--- src/rtl/frt_pkg.sv ---
`timescale 1ns / 1ps

package frt_pkg;

    localparam int unsigned MAX_FRAME_BYTES_DFLT = 524288;
    localparam logic [31:0] IDR_HOLDOFF_RESET    = 32'd200000;

    localparam logic [1:0] FT_VIDEO = 2'd0;
    localparam logic [1:0] FT_AUDIO = 2'd1;

    typedef enum logic [2:0] {
        ST_STORED    = 3'd0,
        ST_DONE      = 3'd1,
        ST_IGNORED   = 3'd2,
        ST_WAIT_KEY  = 3'd3,
        ST_STALE     = 3'd4,
        ST_TOO_LARGE = 3'd5,
        ST_OOB       = 3'd6
    } t_status;

    typedef struct packed {
        logic [1:0]  frame_type;
        logic        key_flag;
        logic [31:0] frame_seq;
        logic [63:0] frame_time;
        logic [31:0] frame_total;
        logic [31:0] frag_start;
        logic [31:0] frag_bytes;
        logic [63:0] now_us;
    } t_frag_in;

    typedef struct packed {
        t_status     status;
        logic        channel;
        logic [18:0] write_offset;
        logic [19:0] write_length;
        logic [31:0] done_seq;
        logic        done_key;
        logic [63:0] done_time;
        logic [19:0] done_length;
        logic        idr_request;
        logic [31:0] frames_ok;
        logic [31:0] frames_lost;
        logic [31:0] frames_incomplete;
    } t_frag_out;

endpackage

--- src/rtl/fragment_reassembly_tracker.sv ---
`timescale 1ns / 1ps

// Fragment reassembly tracker.
// The input channel (i_in_valid, o_in_stall, i_in) carries one fragment header per
// transaction. The output channel (o_out_valid, i_out_stall, o_out) returns exactly one
// result per accepted header: store location or drop reason, a completed frame report,
// the keyframe request flag and the video frame counters.
// The configuration channel (i_cfg_valid, o_cfg_ready, i_cfg_data) writes the minimum
// keyframe request spacing in microseconds; it is always ready. The user must write it
// only while no transaction is in flight; the block does not enforce this. A header is
// registered into the update stage and its result into the output register. Throughput
// is one transaction per cycle unless the receiver stalls: the context memory is read
// in the accept cycle, and the update stage modifies and writes the entry back when it
// advances, with the write forwarded into a read of the same channel in that cycle.
// Reset clears both contexts, the keyframe state, the counters and the output valid,
// and sets the spacing to 200000. When the receiver stalls, the result holds, the
// update stage keeps its transaction, and o_in_stall rises once both are occupied.
module fragment_reassembly_tracker
    import frt_pkg::*;
#(
    parameter int unsigned MAX_FRAME_BYTES = MAX_FRAME_BYTES_DFLT
) (
    input  logic        i_clk,
    input  logic        i_rst_n,
    input  logic        i_in_valid,
    output logic        o_in_stall,
    input  t_frag_in    i_in,
    output logic        o_out_valid,
    input  logic        i_out_stall,
    output t_frag_out   o_out,
    input  logic        i_cfg_valid,
    output logic        o_cfg_ready,
    input  logic [31:0] i_cfg_data
);

    localparam int unsigned TOT_W = $clog2(MAX_FRAME_BYTES + 1);
    localparam int unsigned RCV_W = TOT_W + 1;
    localparam logic [32:0] MAX_B = 33'(MAX_FRAME_BYTES);

    typedef struct packed {
        logic [31:0]      seq;
        logic             key;
        logic [63:0]      time_us;
        logic [TOT_W-1:0] total;
        logic [RCV_W-1:0] received;
        logic             active;
    } t_ctx;

    t_ctx        r_ctx_mem [2];
    logic [1:0]  r_ctx_vld;
    t_ctx        r_rd_ctx;

    logic        r_s1_valid;
    t_frag_in    r_s1;
    logic        r_s1_start0;
    logic [32:0] r_s1_end;
    logic        r_s1_oob;
    logic        r_s1_big;

    logic        r_out_valid;
    t_frag_out   r_out;

    logic [31:0] r_holdoff;
    logic [31:0] r_last_seq;
    logic        r_have_last;
    logic        r_waiting;
    logic [63:0] r_last_req;
    logic [31:0] r_ok;
    logic [31:0] r_lost;
    logic [31:0] r_incomplete;

    logic [31:0] n_last_seq;
    logic        n_have_last;
    logic        n_waiting;
    logic [63:0] n_last_req;
    logic [31:0] n_ok;
    logic [31:0] n_lost;
    logic [31:0] n_incomplete;

    logic        w_adv;
    logic        w_fire;
    logic        w_in_fire;
    logic [32:0] w_in_end;

    logic        w_live;
    logic        w_video;
    logic        w_ch;
    logic [31:0] w_expect;
    logic        w_gap;
    logic        w_abandon;
    logic [63:0] w_elapsed;
    logic        w_req;
    logic        w_wait_eff;
    logic        w_key_drop;
    logic        w_go0;
    logic        w_new;
    logic        w_stale;
    logic        w_load;
    logic        w_oob;
    logic        w_store;
    logic [RCV_W-1:0] w_rcv_sum;
    logic        w_done;
    t_ctx        w_cc;
    t_ctx        w_ctx_new;
    t_frag_out   w_res;
    logic        w_wr_en;

    assign o_cfg_ready = 1'b1;
    assign w_adv       = !r_out_valid || !i_out_stall;
    assign w_fire      = r_s1_valid && w_adv;
    assign o_in_stall  = r_s1_valid && !w_adv;
    assign w_in_fire   = i_in_valid && !o_in_stall;
    assign w_in_end    = {1'b0, i_in.frag_start} + {1'b0, i_in.frag_bytes};
    assign o_out_valid = r_out_valid;
    assign o_out       = r_out;

    always_comb begin
        w_live     = (r_s1.frame_type == FT_VIDEO) || (r_s1.frame_type == FT_AUDIO);
        w_video    = (r_s1.frame_type == FT_VIDEO);
        w_ch       = r_s1.frame_type[0];
        w_expect   = r_last_seq + 32'd1;
        w_gap      = w_video && r_have_last && r_s1_start0 && (r_s1.frame_seq > w_expect);
        w_abandon  = w_video && r_rd_ctx.active && (r_s1.frame_seq != r_rd_ctx.seq) &&
                     (r_rd_ctx.received < {1'b0, r_rd_ctx.total});
        w_elapsed  = r_s1.now_us - r_last_req;
        w_req      = (w_gap || w_abandon) && (w_elapsed >= {32'd0, r_holdoff});
        w_wait_eff = r_waiting || w_req;
        w_key_drop = w_video && r_s1_start0 && w_wait_eff && !r_s1.key_flag;
        w_go0      = w_live && !w_key_drop;
        w_new      = w_go0 && (!r_rd_ctx.active || (r_rd_ctx.seq != r_s1.frame_seq));
        w_stale    = w_new && r_rd_ctx.active && (r_s1.frame_seq < r_rd_ctx.seq);
        w_load     = w_new && !w_stale;

        w_cc = r_rd_ctx;
        if (w_load) begin
            w_cc.key      = r_s1.key_flag;
            w_cc.seq      = r_s1.frame_seq;
            w_cc.time_us  = r_s1.frame_time;
            w_cc.total    = r_s1.frame_total[TOT_W-1:0];
            w_cc.received = '0;
            w_cc.active   = !r_s1_big;
        end

        w_oob     = r_s1_oob || (r_s1_end > 33'(w_cc.total));
        w_store   = w_go0 && !w_stale && !(w_load && r_s1_big) && !w_oob;
        w_rcv_sum = w_cc.received + RCV_W'(r_s1.frag_bytes[TOT_W-1:0]);
        w_done    = w_store && (w_rcv_sum >= {1'b0, w_cc.total});

        w_ctx_new = w_cc;
        if (w_store) begin
            w_ctx_new.received = w_rcv_sum;
            if (r_s1_start0) begin
                w_ctx_new.key = r_s1.key_flag;
            end
        end
        if (w_done) begin
            w_ctx_new.active   = 1'b0;
            w_ctx_new.received = '0;
        end

        n_lost       = r_lost + (w_gap ? (r_s1.frame_seq - w_expect) : 32'd0);
        n_incomplete = r_incomplete + {31'd0, w_abandon};
        n_ok         = r_ok + {31'd0, w_done && w_video};
        n_last_seq   = (w_video && r_s1_start0) ? r_s1.frame_seq : r_last_seq;
        n_have_last  = r_have_last || (w_video && r_s1_start0);
        n_waiting    = (w_video && r_s1_start0 && w_wait_eff) ? !r_s1.key_flag : w_wait_eff;
        n_last_req   = w_req ? r_s1.now_us : r_last_req;

        w_res                   = '0;
        w_res.status            = ST_IGNORED;
        w_res.idr_request       = w_req;
        w_res.frames_ok         = n_ok;
        w_res.frames_lost       = n_lost;
        w_res.frames_incomplete = n_incomplete;
        if (w_live) begin
            w_res.channel = w_ch;
            if (w_key_drop) begin
                w_res.status = ST_WAIT_KEY;
            end else if (w_stale) begin
                w_res.status = ST_STALE;
            end else if (w_load && r_s1_big) begin
                w_res.status = ST_TOO_LARGE;
            end else if (w_oob) begin
                w_res.status = ST_OOB;
            end else begin
                w_res.status       = w_done ? ST_DONE : ST_STORED;
                w_res.write_offset = r_s1.frag_start[18:0];
                w_res.write_length = r_s1.frag_bytes[19:0];
                if (w_done) begin
                    w_res.done_seq    = w_ctx_new.seq;
                    w_res.done_key    = w_ctx_new.key;
                    w_res.done_time   = w_ctx_new.time_us;
                    w_res.done_length = 20'(w_cc.total);
                end
            end
        end

        w_wr_en = w_fire && w_live;
    end

    always_ff @(posedge i_clk) begin
        if (w_wr_en) begin
            r_ctx_mem[w_ch] <= w_ctx_new;
        end
    end

    always_ff @(posedge i_clk) begin
        if (w_in_fire) begin
            if (w_wr_en && (w_ch == i_in.frame_type[0])) begin
                r_rd_ctx <= w_ctx_new;
            end else if (r_ctx_vld[i_in.frame_type[0]]) begin
                r_rd_ctx <= r_ctx_mem[i_in.frame_type[0]];
            end else begin
                r_rd_ctx <= '0;
            end
            r_s1        <= i_in;
            r_s1_start0 <= (i_in.frag_start == 32'd0);
            r_s1_end    <= w_in_end;
            r_s1_oob    <= ({1'b0, i_in.frag_start} >= MAX_B) || (w_in_end > MAX_B);
            r_s1_big    <= ({1'b0, i_in.frame_total} > MAX_B);
        end
        if (w_fire) begin
            r_out <= w_res;
        end
    end

    always_ff @(posedge i_clk) begin
        if (!i_rst_n) begin
            r_ctx_vld    <= '0;
            r_s1_valid   <= 1'b0;
            r_out_valid  <= 1'b0;
            r_holdoff    <= IDR_HOLDOFF_RESET;
            r_last_seq   <= '0;
            r_have_last  <= 1'b0;
            r_waiting    <= 1'b0;
            r_last_req   <= '0;
            r_ok         <= '0;
            r_lost       <= '0;
            r_incomplete <= '0;
        end else begin
            if (i_cfg_valid && o_cfg_ready) begin
                r_holdoff <= i_cfg_data;
            end
            if (w_wr_en) begin
                r_ctx_vld[w_ch] <= 1'b1;
            end
            if (w_in_fire) begin
                r_s1_valid <= 1'b1;
            end else if (w_adv) begin
                r_s1_valid <= 1'b0;
            end
            if (w_adv) begin
                r_out_valid <= r_s1_valid;
            end
            if (w_fire) begin
                r_last_seq   <= n_last_seq;
                r_have_last  <= n_have_last;
                r_waiting    <= n_waiting;
                r_last_req   <= n_last_req;
                r_ok         <= n_ok;
                r_lost       <= n_lost;
                r_incomplete <= n_incomplete;
            end
        end
    end

    a_stall_needs_work: assert property (@(posedge i_clk) disable iff (!i_rst_n)
        o_in_stall |-> (r_s1_valid && r_out_valid))
        else $error("Input stalled without a held transaction.");

    a_ok_counts_video_done: assert property (@(posedge i_clk) disable iff (!i_rst_n)
        (w_fire && (w_res.status == ST_DONE) && (w_res.channel == 1'b0))
        |=> (r_ok == $past(r_ok) + 32'd1))
        else $error("Completed video frame not counted.");

    a_ignored_is_quiet: assert property (@(posedge i_clk) disable iff (!i_rst_n)
        (w_fire && !w_live) |=> ((r_waiting == $past(r_waiting)) &&
        (r_last_req == $past(r_last_req)) && !r_out.idr_request))
        else $error("Ignored transaction changed keyframe state.");

endmodule

--- config.mk ---
export PLATFORM = sky130hd
export DESIGN_NAME = fragment_reassembly_tracker
export DESIGN_NICKNAME = d
export VERILOG_FILES = /design/src/rtl/frt_pkg.sv /design/src/rtl/fragment_reassembly_tracker.sv
export SDC_FILE = /design/constraint.sdc
export NUM_CORES = 2
export LEC_CHECK = 0
export BUFFER_PORTS_ARGS = -buffer_cell sky130_fd_sc_hd__buf_2
export CAP_MARGIN = 15
export CORE_MARGIN = 2
export CORE_UTILIZATION = 52
export DETAILED_ROUTE_END_ITERATION = 10
export GPL_TIMING_DRIVEN = 0
export MAX_ROUTING_LAYER = met4
export PLACE_DENSITY = 0.71
export RECOVER_POWER = 25
export SYNTH_ARGS = -nofsm -noshare
export SYNTH_HDL_FRONTEND = slang
export SYNTH_SLANG_ARGS = --single-unit
--- constraint.sdc ---
create_clock -name i_clk -period 47.5 [get_ports i_clk]
set_input_delay 4.75 -clock i_clk [delete_from_list [all_inputs] [get_ports i_clk]]
set_output_delay 4.75 -clock i_clk [all_outputs]
set_load 0.02 [all_outputs]
==> impl_results.md <==
- Crit Path Max Fanout: 10
- Vias/cell: around 5.7
- Worst Hold Class: flip-flop to flip-flop
- Number of synthesized register bits: between 1000 and 1500
- Setup TNS Final: 0 ns
- Num CTS Buffers: 119
- Synth top area cells: edfxtp_1 49%, dfxtp_1 8.1%, ha_1 6.6%
- Failing checks: max-capacitance violations, max-slew violations
- CP top delay family: simple AND/OR/NAND/NOR gates
- Area Overhead vs Synth: 15.8%
- Die area: between 100000 and 150000 µm²
- Post-CTS sizing: 0
- Reg area: ~33000 µm²
- Die height: 336 µm
- Clock Tree Buf Depth: 3
- Largest net degree at the start of global routing: 45
- Unrepaired setup endpoints after global routing: no
- Root Buffer: clkbuf_16
- Nature of the critical path startpoint: flip-flop
- Internal reg-to-reg setup slack: a little over 30 ns
- LEAKAGE: approximately 26 nW
- Seq/Total Area, Yosys: 0.570
- Finished Core Util: 0.607
- Worst path bufs/invs: 8
- # IOs: ~560
- Post-synth EDFFs: about 930
- Tcrit/Tclk final: 0.364
- FILL cells: slightly below 9000
- CTS Hold Bufs: 0
- Worst path depth: a little under 70
- Number of global-route vias before repair: 39600
- H-tree depth: 3
- R2r worst-path depth: approximately 70
- Mean post-synth cell area: approximately 12 µm²
- Fin. Hold Viols: 0
- Crit path arrival time: ~18 ns
- Worst Tran Pin Value: between 2 and 2.5 ns
- Fin nets: about 6200
- CTS tree: built
- Pwr dens: ~36 nW/µm²
- Max_slew headroom: -0.628
- Total gr overflow: 0
- DRC: 0
- Share of post-route cells with drive strength above 1: 0.125
- Cell Rows: approximately 120
- Initial antenna violation count: 24
- GPL Wtd Cong: roughly 0.93
- First-pass GRT wire length: 232000 µm
- PortBufs: 552
- Crit end category: flip-flop
- Syn Inst Count: between 4000 and 5000
- Die Wd: around 340 µm
- Worst vdd ir: approximately 0.032 mV
- Max-cap viol count: 10
- Final setup viols: 0
- Worst setup path start: r_s1[0]
- Hpwl dp: between 100000 and 150000 µm
- First-pass DRT Iterations: 6
- Netlist Area Pre-Place: roughly 57000 µm²
- Final Slew Violations: about 280
- Core area: between 100000 and 150000 µm²
- Synth area leader: edfxtp_1
- Reg2reg end: r_ok[31]
- Routed WL: about 160000 µm
- Total power: between 2 and 2.5 mW
- Sink Count: ~1200
- Post-synth top area share: 0.490
- Layout Skew: around 0.070 ns
- Most numerous cell in the Yosys netlist: edfxtp_1
- Multi-input gate area: around 22000 µm²
- Status: complete, but fails checks
- Clock slew at reported path FFs: around 0.060 ns
- Routed WL per cell: ~22 µm
- Launching point of the worst reg2reg path: r_s1[0]
- Initial Util: 0.524
- CP required: 48.13 ns
- Initial DRC Count: between 2000 and 3000
- Ys async rst share: 0
- Worst skew pair latency: ~0.76 ns
- WS Path Type: flip-flop to flip-flop
- Syn nets: approximately 5500
- Gr usage total: 0.279
- Setup Fix Bufs, Post-CTS: 0
- Most used cell, CP: and3_1
- Tmin final: between 15 and 20 ns
- Max Clock Freq: around 58 MHz
- DRT antenna net count: 0
- Synth warnings: 0
- Slowest stage delay, CP: about 0.70 ns
- Post-synth cell types: 84
- Synth top cells by count: 932 x edfxtp_1, 380 x nand2_1, 358 x inv_1
- Critical path endpoint: r_ok[31]
- Vias: ~41000
- Top FF cell, synth: edfxtp_1
- Critical-path top delay cell: nor3_1
## flip-flops by register name (all words and copies together) (netlist names), 2 cells and up
register and flops:
r_last_seq 32, r_incomplete 32, r_s1 222, r_ctx_mem 278
r_holdoff 32, r_rd_ctx 139, r_last_req 64, r_s1_end 33
r_ok 32, o_out 257, r_lost 32, r_ctx_vld 2
## kinds of logic (layout without fill, tap and decap cells)
| kind of cell | count (synthesis) | count (layout) | synth area share |
|---|---|---|---|
| other | 1 | 25 | 0.0000656 |
| buffers and inverters | 550 | 1372 | 0.0366 |
| adder cells (fa/ha/maj) | 312 | 312 | 0.0688 |
| flip-flops | 1162 | 1162 | 0.570 |
| AO/OA/AOI/OAI | 900 | 900 | 0.105 |
| AND/OR/NAND/NOR | 1341 | 1341 | 0.114 |
| multiplexers | 351 | 351 | 0.0615 |
| XOR/XNOR | 285 | 285 | 0.0437 |
## worst min-delay path by stage
stage,startpoint,to,slack [ns],cells past startpoint
floorplan,r_have_last,r_have_last,0.43,1
detailed placement,r_ctx_vld[0],r_ctx_vld[0],0.46,1
global placement,r_ctx_vld[0],r_ctx_vld[0],0.44,1
CTS,r_ctx_vld[0],r_ctx_vld[0],0.47,1
global route,r_ctx_vld[0],r_ctx_vld[0],0.48,1
finish,r_ctx_vld[0],r_ctx_vld[0],0.47,1
## final cells by class
class,count,area share
clock inverters,70,0.0113
flip-flops and latches,1162,0.493
clock buffers,156,0.0486
inverters,358,0.0203
multi-input cells,3190,0.340
repair buffers,596,0.0485
diodes,24,0.000908
plain buffers,192,0.0113
well taps,1414,0.0267
## cells in the final DEF, fill, tap and decap left out, drive strengths merged, types with 27 or more instances in the layout
master  synthesis  routed
a211oi         27      27
a21boi         79      79
a21o           95      95
a21oi         204     204
and2          108     108
and3           70      70
buf            30     519
clkbuf        162     425
clkinv          0      50
dfxtp         230     230
edfxtp        932     932
ha            303     303
inv           358     363
mux2i         350     350
nand2         381     381
nand3          78      78
nand4          59      59
nor2          315     315
nor2b         117     117
nor3           74      74
nor4           28      28
o21a           42      42
o21ai         126     126
o22ai         121     121
or3            34      34
xnor2         166     166
xor2          119     119
## metal layers
| layer | GRT usage | share of wire | vias up |
|---|---|---|---|
| met4 | 0.0743 | 0.026 | 0 |
| li1 | - | - | 19300 |
| met5 | - | 0 | - |
| met2 | 0.449 | 0.47 | 1306 |
| met3 | 0.0523 | 0.070 | 209 |
| met1 | 0.364 | 0.43 | 19700 |
## power by group
group          internal, mW  switching, mW
Combinational         0.101          0.176
Sequential             1.15         0.0208
Clock                 0.535          0.408
## stage by stage
step	hold WS (ns)	setup WS, ns	area [µm²]	std cells
6_report	0.470	30.21	66200	7162
5_1_grt	0.480	29.11	66200	7158
4_1_cts	0.475	30.23	66500	7138
3_5_place_dp	0.460	30.30	62500	6912
3_3_place_gp	0.444	13.99	61700	6868
2_1_floorplan	0.433	23.98	57200	4902
No activity file was read; power rests on OpenSTA's default activity.
